**src/rtl/wfr_pkg.sv**
```systemverilog
package wfr_pkg;

   // Fixed field widths
   localparam int ACT_W   = 2;
   localparam int IDX_W   = 13;
   localparam int WORD_W  = 32;
   localparam int NPOS_W  = 12;
   localparam int FPOS_W  = 12;
   localparam int FMT_W   = 2;
   localparam int FCNT_W  = 13;
   localparam int LBEG_W  = 12;
   localparam int LFIN_W  = 13;
   localparam int GAIN_W  = 16;
   localparam int Q_W     = 24;
   localparam int CSR_AW  = 5;
   localparam int CSR_DW  = 32;

   localparam logic [GAIN_W-1:0] GAIN_UNITY = 16'h8000;

   typedef enum logic [ACT_W-1:0] {
      ACT_LOAD    = 2'd0,
      ACT_SET_POS = 2'd1,
      ACT_FRAME   = 2'd2
   } action_type;

   typedef enum logic [FMT_W-1:0] {
      FMT_S16 = 2'd0,
      FMT_S24 = 2'd1,
      FMT_S32 = 2'd2,
      FMT_F32 = 2'd3
   } fmt_type;

   typedef enum logic [2:0] {
      REG_FORMAT      = 3'd0,
      REG_STEREO      = 3'd1,
      REG_LOOP_EN     = 3'd2,
      REG_FRAME_COUNT = 3'd3,
      REG_LOOP_BEGIN  = 3'd4,
      REG_LOOP_FINISH = 3'd5,
      REG_GAIN        = 3'd6
   } reg_type;

endpackage

```
**src/rtl/wfr_sample_path.sv**
```systemverilog
module wfr_sample_path #(
   parameter int OUT_WIDTH = 24
) (
   input  logic                               clock,
   input  logic                               en,
   input  logic [wfr_pkg::WORD_W-1:0]         word,
   input  wfr_pkg::fmt_type                   fmt,
   input  logic [wfr_pkg::GAIN_W-1:0]         gain,
   output logic signed [OUT_WIDTH-1:0]        sample
);

   localparam int PROD_W = wfr_pkg::Q_W + wfr_pkg::GAIN_W + 1;
   localparam int SHR_W  = PROD_W - 15;
   localparam logic [7:0] EXP_BIAS = 8'd127;
   localparam logic [7:0] EXP_LOW  = 8'd103;   // below this the value truncates to zero
   localparam logic [7:0] EXP_SPEC = 8'hFF;
   localparam logic signed [SHR_W-1:0] SAT_HI = SHR_W'(24'sh7FFFFF);
   localparam logic signed [SHR_W-1:0] SAT_LO = -SHR_W'(26'sh800000);

   logic signed [wfr_pkg::Q_W-1:0] dec_in;
   logic signed [wfr_pkg::Q_W-1:0] dec_ff;
   logic signed [PROD_W-1:0]       prod_in;
   logic signed [PROD_W-1:0]       prod_ff;
   logic signed [SHR_W-1:0]        shr;
   logic signed [wfr_pkg::Q_W-1:0] sat;
   logic [31:0]                    sat_wide;

   logic        f_sgn;
   logic [7:0]  f_exp;
   logic [22:0] f_frac;
   logic [4:0]  f_sh;
   logic [23:0] f_mag;

   // Decode to Q1.23
   always_comb begin
      f_sgn  = word[31];
      f_exp  = word[30:23];
      f_frac = word[22:0];
      f_sh   = 5'(EXP_BIAS - f_exp);
      f_mag  = {1'b1, f_frac} >> f_sh;
      case (fmt)
         wfr_pkg::FMT_S16: dec_in = {word[15:0], 8'd0};
         wfr_pkg::FMT_S24: dec_in = word[23:0];
         wfr_pkg::FMT_S32: dec_in = word[31:8];
         wfr_pkg::FMT_F32: begin
            if (f_exp == EXP_SPEC && f_frac != 23'd0) begin
               dec_in = '0;                       // NaN
            end else if (f_exp == 8'd0) begin
               dec_in = '0;                       // zero and denormals
            end else if (f_exp >= EXP_BIAS) begin
               dec_in = f_sgn ? 24'h800000 : 24'h7FFFFF;
            end else if (f_exp < EXP_LOW) begin
               dec_in = '0;
            end else begin
               dec_in = f_sgn ? -f_mag : f_mag;
            end
         end
         default: dec_in = '0;
      endcase
   end

   assign prod_in = PROD_W'(dec_ff) * PROD_W'($signed({1'b0, gain}));

   always_ff @(posedge clock) begin
      if (en) begin
         dec_ff  <= dec_in;
         prod_ff <= prod_in;
      end
   end

   // Floor shift by 15, saturate, then rescale by taking the top bits
   always_comb begin
      shr = prod_ff[PROD_W-1:15];
      if (shr > SAT_HI) begin
         sat = 24'sh7FFFFF;
      end else if (shr < SAT_LO) begin
         sat = 24'sh800000;
      end else begin
         sat = shr[wfr_pkg::Q_W-1:0];
      end
      sat_wide = {sat, 8'd0};
   end

   assign sample = sat_wide[31 -: OUT_WIDTH];

endmodule

```
**config.mk**
```make
export PLATFORM = sky130hd
export DESIGN_NAME = wfr_sample_path
export DESIGN_NICKNAME = d
export VERILOG_FILES = /design/src/rtl/wfr_pkg.sv /design/src/rtl/wfr_sample_path.sv
export SDC_FILE = /design/constraint.sdc
export NUM_CORES = 1
export LEC_CHECK = 0
export ABC_AREA = 1
export BUFFER_PORTS_ARGS = -buffer_cell sky130_fd_sc_hd__buf_2
export CORE_MARGIN = 3
export CORE_UTILIZATION = 25
export CTS_CLUSTER_DIAMETER = 40
export DETAILED_ROUTE_END_ITERATION = 8
export HOLD_SLACK_MARGIN = 0.1
export PLACE_DENSITY = 0.4
export SYNTH_ARGS = -nofsm -noshare
export SYNTH_HDL_FRONTEND = slang
export SYNTH_SLANG_ARGS = --single-unit
```
**constraint.sdc**
```tcl
create_clock -name clock -period 6.7 [get_ports clock]
set_input_delay 1.34 -clock clock [delete_from_list [all_inputs] [get_ports clock]]
set_output_delay 1.34 -clock clock [all_outputs]
set_load 0.02 [all_outputs]
```
==> impl_metrics.ini, run 1 <==
[outcome]
outcome = completed

[synthesis]
ys_seq_area_share_pct = 7.95
synthArstFlopShare_pct = 0
netlist_area_mm2 = 0.0189
ys_types = 48
avgSynthCellArea_um2 = 7.52
yosysWarnings = 0
synth-edff-count = 50
syn-num-nets = 3038
ys_ff_latch = 50
synthCells = 2511
synth-main-ff-cell = edfxtp_1

[setup_path]
timing.critical_path.mode_cell = fa_1
end_kind = register
start_kind = input port
cp_top_family = adder cells
critPathSlowestCell = fa_2
critPathKind = input port to register
worst_ep_arrival_time_ns = 6.55
worst_ep_required_time_ns = 6.76
critPathMaxFanout = 13
max_stage_delay_ns = 0.59
crit_chain = buf_2, buf_12, nand2_1, fa_1, fa_2, fa_1, fa_1, inv_1, fa_1, fa_1, ha_1, nand2_1, buf_4, nor4_2, nand2_1, and2_4, buf_12, o21ai_2, nand2_2, nand2_4, nand4_1, nand2_1, xor2_1
worst-path-buf-inv = 5

[detailed_routing]
via_per_inst = 4.39
totalWireLength_mm = 58.1
via_count = 16000
wl_per_cell_um = 16.0
ant_nets = 0
drc_errors = 0
first_iter_violations = 929
first_pass_iters = 5

[global_routing]
grt_pass1_wl_mm = 94.9
grt_util_all_layers_pct = 15.3
first_global_vias = 17000
gr-total-overflow = 0
grt_max_degree = 51
antenna_found_initial = 0

[floorplan]
ios = 76
fp.dieW_um = 281
die_h_um = 281
initial_core_util_pct = 25.3
fp-row-count = 100
core_area_mm2 = 0.0746
dieArea_mm2 = 0.0789

[placed_design]
gp_congestion = 0.847
io_buffers = 75
dpl_worst_slack_ns = -0.712
hpwl_mm = 49.9
place_area_mm2 = 0.0214

[sta]
drv_slew = 0
slew_headroom_pct = 15.6
tightestPinTransition_ns = 1.26
period_minus_slack_ns = 6.49
period_share_pct = 96.9
holdWs_ns = 1.42
max_freq_mhz = 154
clock_skew_ns = 0.0134
finalHoldViolCount = 0
setup_ws_ns = 0.210
setup_viol_count_final = 0
rsz0062_at_grt = yes

[finish]
syn_to_final_growth_pct = 16.5
diodes = 0
fill_cells = 8218
final_nets = 3193
fin_util_pct = 29.5
fin_area_mm2 = 0.0220
drive_gt1_share_pct = 15.0

[flow_run]
cap_violations = 0

[clock_tree]
cts.sinks = 50
cts_made_buffers = 5
root_buffer = clkbuf_16
cts_tree = built
clk_pin_slew_worst_paths_ns = 0.08
ctsHtreeMaxLevel = 2
clk_latency_ns = 0.32
hold_buffers = 0
clockBufferDepth = 2

[worst_hold_path]
hold_path.class = input port to register
[cells in the mapped netlist, types with 2 or more instances]
| cell | count | area share, % |
|---|---|---|
| o2111ai_1 | 2 | 0.093 |
| nand2_1 | 681 | 14 |
| o221ai_1 | 2 | 0.093 |
| a211oi_1 | 3 | 0.12 |
| inv_1 | 666 | 13 |
| and2_1 | 2 | 0.066 |
| nor4_1 | 7 | 0.23 |
| edfxtp_1 | 50 | 8.0 |
| ha_1 | 100 | 6.6 |
| a21oi_1 | 83 | 2.2 |
| nor3_1 | 10 | 0.27 |
| xnor2_1 | 14 | 0.65 |
| nand2_2 | 24 | 0.80 |
| o21ai_1 | 5 | 0.13 |
| nor2_1 | 68 | 1.4 |
| nand2_4 | 4 | 0.24 |
| buf_6 | 4 | 0.24 |
| o21ai_2 | 5 | 0.23 |
| a22oi_1 | 2 | 0.080 |
| o211ai_1 | 5 | 0.20 |
| a31oi_1 | 4 | 0.13 |
| or2_2 | 2 | 0.066 |
| xor2_1 | 22 | 1.0 |
| clkinv_1 | 2 | 0.040 |
| a221oi_1 | 3 | 0.14 |
| fa_1 | 375 | 40 |
| o21bai_1 | 3 | 0.12 |
| and3_1 | 2 | 0.066 |
| o31ai_1 | 5 | 0.20 |
| nor2_4 | 5 | 0.30 |
| nand3b_1 | 5 | 0.20 |
| clkbuf_1 | 91 | 1.8 |
| inv_2 | 3 | 0.060 |
| nand4_1 | 25 | 0.83 |
| buf_1 | 3 | 0.060 |
| nand3_2 | 23 | 1.2 |
| nor2_2 | 2 | 0.066 |
| buf_4 | 7 | 0.28 |
| inv_4 | 2 | 0.066 |
| o21ai_0 | 35 | 0.93 |
| buf_2 | 15 | 0.40 |
| nand3_1 | 134 | 3.6 |
[routing by layer]
layer / global-route usage [%] / up-vias / routed length [µm]
met5: 0 / - / 0
met4: 3.43 / 0 / 1150
met3: 1.18 / 51 / 1850
met2: 26.6 / 306 / 28500
met1: 20.7 / 7935 / 26700
li1: - / 7668 / -
[sequential cells by signal, indices dropped and copies added, names as in the netlist]
register  cells
prod_ff      26
dec_ff       24
[layout by cell type (no fill, tap or decap), drive strengths merged, types with 5 or more instances in the layout]
cell / instances
a21oi: 84
buf: 267
clkbuf: 8
edfxtp: 50
fa: 375
ha: 100
inv: 670
nand2: 709
nand3: 157
nand3b: 5
nand4: 25
nor2: 75
nor3: 10
nor4: 7
o211ai: 5
o21ai: 45
o31ai: 5
xnor2: 14
xor2: 22
[final cells by class]
type                            instances  area, µm²  area share, %
Clock buffer                            6        129          0.586
Tap cell                              969       1210           5.51
Timing Repair Buffer                  269       2020           9.18
Multi-Input combinational cell       1667      14600           66.2
Clock inverter                          2       37.5          0.171
Sequential cell                        50       1500           6.83
Inverter                              673       2530           11.5
[cells by family after synthesis]
group	share of synthesized area, %
and+or+nand+nor	22.9
buffers and inverters	16.3
adders and majority gates	46.4
AOI/OAI and AO/OA	4.80
DFF	7.95
xor gates and xnor gates	1.67
[worst reg2reg max path, cell delays in order (launching register included)]
cell      delay [ns]
edfxtp_1        0.71
buf_4           0.28
nand2_1         0.08
fa_1            0.51
inv_1           0.05
fa_1            0.48
fa_1            0.58
fa_1            0.43
fa_1            0.49
inv_1           0.05
fa_1            0.47
inv_1           0.04
ha_1            0.30
nand2_2         0.09
nor4_2          0.27
nand2_1         0.10
and2_4          0.17
buf_12          0.13
o21ai_2         0.16
nand2_2         0.13
nand2_4         0.09
nand4_1         0.08
nand2_1         0.10
xor2_1          0.06
[timing repair]
item,4_1_cts,5_1_grt
setup endpoints to repair,21,20
gates resized for setup,20,77
pin swaps,1,23
setup buffers,0,2
[stage by stage]
stage,instances,setup TNS (ns)
final,3636,0
after CTS,3634,0
after global routing,3636,-0.103
after global placement,3626,-10.26
after detailed placement,3626,-11.79
after floorplan,2511,0
[final timing paths]
check                   from           to  slack (ns)  cells after the start
setup / recovery     gain[2]  prod_ff[40]        0.21                     23
hold / removal       word[0]    dec_ff[8]        1.42                      3
setup reg to reg   dec_ff[7]  prod_ff[40]        0.60                     23
hold reg to reg   dec_ff[23]  prod_ff[40]        1.92                      8
Power of run 1 is not shown: default switching activity piles up to over one toggle a cycle in this logic, so the estimate is an artifact.
==> inputs of run 2 (changes only) <==
--- a/config.mk
+++ b/config.mk
@@ -7,12 +7,15 @@
 export LEC_CHECK = 0
 export ABC_AREA = 1
 export BUFFER_PORTS_ARGS = -buffer_cell sky130_fd_sc_hd__buf_2
+export CELL_PAD_IN_SITES_DETAIL_PLACEMENT = 1
+export CELL_PAD_IN_SITES_GLOBAL_PLACEMENT = 1
 export CORE_MARGIN = 3
 export CORE_UTILIZATION = 25
 export CTS_CLUSTER_DIAMETER = 40
+export CTS_CLUSTER_SIZE = 30
 export DETAILED_ROUTE_END_ITERATION = 8
 export HOLD_SLACK_MARGIN = 0.1
-export PLACE_DENSITY = 0.4
+export PLACE_DENSITY = 0.5
 export SYNTH_ARGS = -nofsm -noshare
 export SYNTH_HDL_FRONTEND = slang
 export SYNTH_SLANG_ARGS = --single-unit
==> run 2 against run 1 <==
Compared with the run above:
- sequential share of layout area is essentially flat
- via count is 1.2% higher
- worst setup slack worse by 0.011 ns
- final area is 0.31% higher
- wire length rose by 9.9%
- die area is the same
- clock skew is 0.0035 ns lower
- non-clock buffer count did not move
- worst hold slack improved by 0.017 ns
- flip-flop and latch count unchanged
- critical endpoint is now prod_ff[38]
- largest cell class unchanged
==> impl_metrics.ini, run 2 (synthesis results as in run 1) <==
[global_routing]
first_global_vias = 18600
antenna_found_initial = 0
grt_pass1_wl_mm = 104
grt_max_degree = 51
gr-total-overflow = 0
grt_util_all_layers_pct = 16.8

[detailed_routing]
ant_nets = 0
via_per_inst = 4.44
wl_per_cell_um = 17.6
via_count = 16200
first_pass_iters = 5
drc_errors = 0
totalWireLength_mm = 63.9
first_iter_violations = 629

[clock_tree]
cts_tree = built
clk_latency_ns = 0.31
clockBufferDepth = 2
clk_pin_slew_worst_paths_ns = 0.07
cts.sinks = 50
root_buffer = clkbuf_16
cts_made_buffers = 5
ctsHtreeMaxLevel = 2

[floorplan]
core_area_mm2 = 0.0746
dieArea_mm2 = 0.0789
die_h_um = 281
ios = 76
fp.dieW_um = 281
fp-row-count = 100
initial_core_util_pct = 25.3

[setup_path]
critPathKind = input port to register
worst_ep_required_time_ns = 6.76
critPathMaxFanout = 20
end_kind = register
r2r.worst_path.cells = 23
worst_ep_arrival_time_ns = 6.56
start_kind = input port

[sta]
tightestPinTransition_ns = 1.15
drv_slew = 0
period_share_pct = 97.0
clock_skew_ns = 0.00992
max_freq_mhz = 154
period_minus_slack_ns = 6.50
setup_viol_count_final = 0
rsz0062_at_grt = yes
finalHoldViolCount = 0
slew_headroom_pct = 22.9

[placed_design]
hpwl_mm = 54.6
io_buffers = 75
dp_cells = 3622
gp_congestion = 0.829

[finish]
final_common_cell = nand2_1
reg_top3 = prod_ff x26, dec_ff x24
largest_register_ffs = 26
diodes = 0
final_nets = 3193
final_cell_mix = 674 x nand2_1, 664 x inv_1, 369 x fa_1
post_layout_nonfiller_instances = 3636
largest_register = prod_ff
drive_gt1_share_pct = 15.1
syn_to_final_growth_pct = 16.9

[worst_hold_path]
whs_path_depth = 3
hold_path.class = input port to register

[flow_run]
cap_violations = 0

[outcome]
outcome = completed
[run 2: cell types whose count changed in the layout (fill, tap and decap cells not counted), sizes merged]
cell | before | now
clkbuf | 8 | 11
buf | 267 | 265
clkinvlp | 2 | 1
[run 2: worst paths after layout]
check / from / endpoint / slack [ns]
worst min-delay path: word[0] / dec_ff[0] / 1.44
worst max-delay path: gain[13] / prod_ff[38] / 0.20
worst min register to register: dec_ff[23] / prod_ff[40] / 1.94
worst max register to register: dec_ff[5] / prod_ff[38] / 0.47
[run 2: critical path, stage by stage]
cell,delay (ns)
buf_4,0.21
nand2_1,0.09
inv_1,0.06
fa_1,0.49
inv_1,0.06
fa_1,0.54
inv_1,0.06
fa_1,0.53
fa_1,0.44
fa_1,0.50
inv_1,0.05
fa_1,0.48
inv_1,0.06
ha_4,0.27
nand2_2,0.08
nor4_2,0.28
nand2_1,0.09
and2_4,0.21
nor3_4,0.23
nor2_2,0.07
o21bai_2,0.17
a21oi_2,0.08
xnor2_1,0.13
[run 2: what timing repair did]
item	4_1_cts	5_1_grt
gates resized for setup	19	80
endpoints found under the hold margin	0	0
hold buffers	0	0
cloned	0	2
setup buffers	0	4
pin swaps	1	25
setup endpoints to repair	22	19
[run 2: layer usage]
metal  part of all wire, %  track usage, %  wire, µm  vias up
met1                    45            21.9     29100     8246
met2                    50            30.2     32000      184
met4                   2.0            4.01      1270        0
li1                      -               -         -     7661
met5                     0               0         0        -
met3                   2.4            1.20      1550       63
[run 2: stage by stage]
| stage | area, µm² | util, % | hold slack (ns) | setup WS (ns) | TNS, ns |
|---|---|---|---|---|---|
| final | 22100 | 29.6 | 1.44 | 0.200 | 0 |
| after global routing | 22100 | 29.6 | 1.44 | -0.100 | -0.357 |
| after CTS | 21700 | 29.1 | 1.42 | 0.00435 | 0 |
| after detailed placement | 21500 | 28.8 | 1.75 | -0.787 | -13.54 |
| after global placement | 21500 | 28.8 | 1.75 | -0.685 | -12.18 |
| after floorplan | 18900 | - | 1.37 | 0.0423 | 0 |
[run 2: area by class of cell]
class                      instances  area (µm²)
tap                              969        1210
clock inverter                     1        30.0
sequential                        50        1500
fill                            9079       52500
multi-input combinational       1667       14600
inverter                         673        2540
clock buffer                       7         133
timing repair buffer             269        2040
Power of run 2 is left out for the same reason.
==> inputs of run 3 (changes only) <==
--- a/config.mk
+++ b/config.mk
@@ -14,6 +14,7 @@
 export CTS_CLUSTER_DIAMETER = 40
 export CTS_CLUSTER_SIZE = 30
 export DETAILED_ROUTE_END_ITERATION = 8
+export GPL_TIMING_DRIVEN = 0
 export HOLD_SLACK_MARGIN = 0.1
 export PLACE_DENSITY = 0.5
 export SYNTH_ARGS = -nofsm -noshare
==> run 3 against run 2 <==
Compared with the run above:
- global-route usage rose by 1.8 points
- register-to-register slack got worse by 0.27 ns
- critical path depth rose by 1
- sequential share of layout area barely moved
- critical path type unchanged
- critical endpoint is now prod_ff[26]
==> impl_metrics.ini, run 3 (synthesis results as in run 1) <==
[detailed_routing]
drc_errors = 0
first_pass_iters = 5
ant_nets = 0
via_per_inst = 4.56
first_iter_violations = 767
wl_per_cell_um = 19.8
totalWireLength_mm = 71.1
via_count = 16400

[global_routing]
first_global_vias = 18600
met1_usage_pct = 25.2
met2_usage_pct = 32.7
grt_pass1_wl_mm = 111
grt_util_all_layers_pct = 18.6
gr-total-overflow = 0
top_usage_layer = met2
grt_util_met3_pct = 1.03
antenna_found_initial = 1
grt_max_degree = 51

[clock_tree]
clk_latency_ns = 0.31
clockBufferDepth = 2
cts_tree = built
cts_made_buffers = 5
ctsHtreeMaxLevel = 2
root_buffer = clkbuf_16
cts.sinks = 50
clk_pin_slew_worst_paths_ns = 0.07

[finish]
largest_register_ffs = 26
largest_register = prod_ff
final_cell_mix = 657 x nand2_1, 651 x inv_1, 365 x fa_1
final_nets = 3148
drive_gt1_share_pct = 14.3
ff_latch_area_mm2 = 0.00150
fill_cells = 9015
post_layout_nonfiller_instances = 3591
final_common_cell = nand2_1
diodes = 0
syn_to_final_growth_pct = 16.6
reg_top3 = prod_ff x26, dec_ff x24
multi_input_area_mm2 = 0.0149

[floorplan]
core_area_mm2 = 0.0746
dieArea_mm2 = 0.0789
die_h_um = 281
initial_core_util_pct = 25.3
ios = 76
fp-row-count = 100
fp.dieW_um = 281

[sta]
period_share_pct = 98.2
finalHoldViolCount = 0
tightestPinTransition_ns = 1.24
period_minus_slack_ns = 6.58
holdWs_ns = 1.44
max_freq_mhz = 152
drv_slew = 0
slew_headroom_pct = 17.0
setup_viol_count_final = 0
rsz0062_at_grt = yes
clock_skew_ns = 0.00693

[worst_hold_path]
whs_path_depth = 3
hold_end = dec_ff[0]
min-delay-start = word[0]
hold_path.class = input port to register

[setup_path]
end_kind = register
worst_ep_required_time_ns = 6.75
critPathKind = input port to register
start_kind = input port
r2r_start = dec_ff[9]
crit-reg2reg-capture = prod_ff[26]
r2r.worst_path.cells = 21
critPathMaxFanout = 6
worst_ep_arrival_time_ns = 6.63
r2r_setup_slack_ns = 0.20

[placed_design]
gp_congestion = 0.864
io_buffers = 71
dp_cells = 3551
hpwl_mm = 60.9

[flow_run]
cap_violations = 0

[outcome]
outcome = completed
[run 3: area by class of cell]
cell class              count  share of cell area, %
inverters                 673                   11.5
multi-input cells        1667                   67.8
clock buffers               7                  0.602
flip-flops and latches     50                   6.82
repair buffers            105                   3.40
plain buffers             119                   4.24
well taps                 969                   5.51
clock inverters             1                  0.136
[run 3: worst max path at each step]
stage            start          end  slack (ns)  cells past startpoint
6_report       gain[4]  prod_ff[26]        0.12                     24
5_1_grt        gain[7]  prod_ff[34]       -0.10                     25
4_1_cts        gain[5]  prod_ff[37]       0.002                     26
3_5_place_dp   gain[8]  prod_ff[38]       -1.98                     24
3_3_place_gp   gain[8]  prod_ff[38]       -1.88                     24
2_1_floorplan  gain[3]  prod_ff[40]        0.04                     19
[run 3: timing repair]
item | 4_1_cts | 5_1_grt
pin swaps | 36 | 57
gates cloned | 0 | 2
hold buffers | 0 | 0
buffers inserted | 20 | 12
gates resized for setup | 190 | 118
endpoints found under the hold margin | 0 | 0
setup endpoints to repair | 26 | 17
[run 3: critical path, stage by stage]
cell,delay [ns]
buf_6,0.13
clkbuf_16,0.16
buf_4,0.14
nand2_1,0.07
fa_1,0.47
fa_1,0.48
fa_1,0.52
fa_1,0.52
inv_2,0.05
fa_1,0.55
fa_1,0.47
ha_4,0.31
nand2_4,0.06
inv_2,0.06
nand2_2,0.05
a211oi_2,0.23
nor2_2,0.07
and2_4,0.22
nor3_4,0.23
o21ai_2,0.12
nand2_2,0.10
buf_4,0.11
buf_4,0.10
xor2_2,0.05
[run 3: through the flow]
| stage | area (µm²) | setup slack [ns] | utilization (%) | TNS (ns) |
|---|---|---|---|---|
| after floorplan | 18900 | 0.0423 | - | 0 |
| after global placement | 20400 | -1.88 | 27.4 | -36.02 |
| after detailed placement | 20400 | -1.98 | 27.4 | -38.44 |
| after CTS | 21600 | 0.00226 | 28.9 | 0 |
| after global routing | 22000 | -0.104 | 29.5 | -0.472 |
| final | 22000 | 0.120 | 29.5 | 0 |
[run 3: per-layer routing]
layer	up-vias	wire length [µm]	part of all wire, %
li1	7578	-	-
met4	2	1560	2.2
met5	-	13	0.018
met1	8548	33300	47
met2	193	34800	49
met3	48	1410	2.0
Power of run 3 is left out for the same reason.
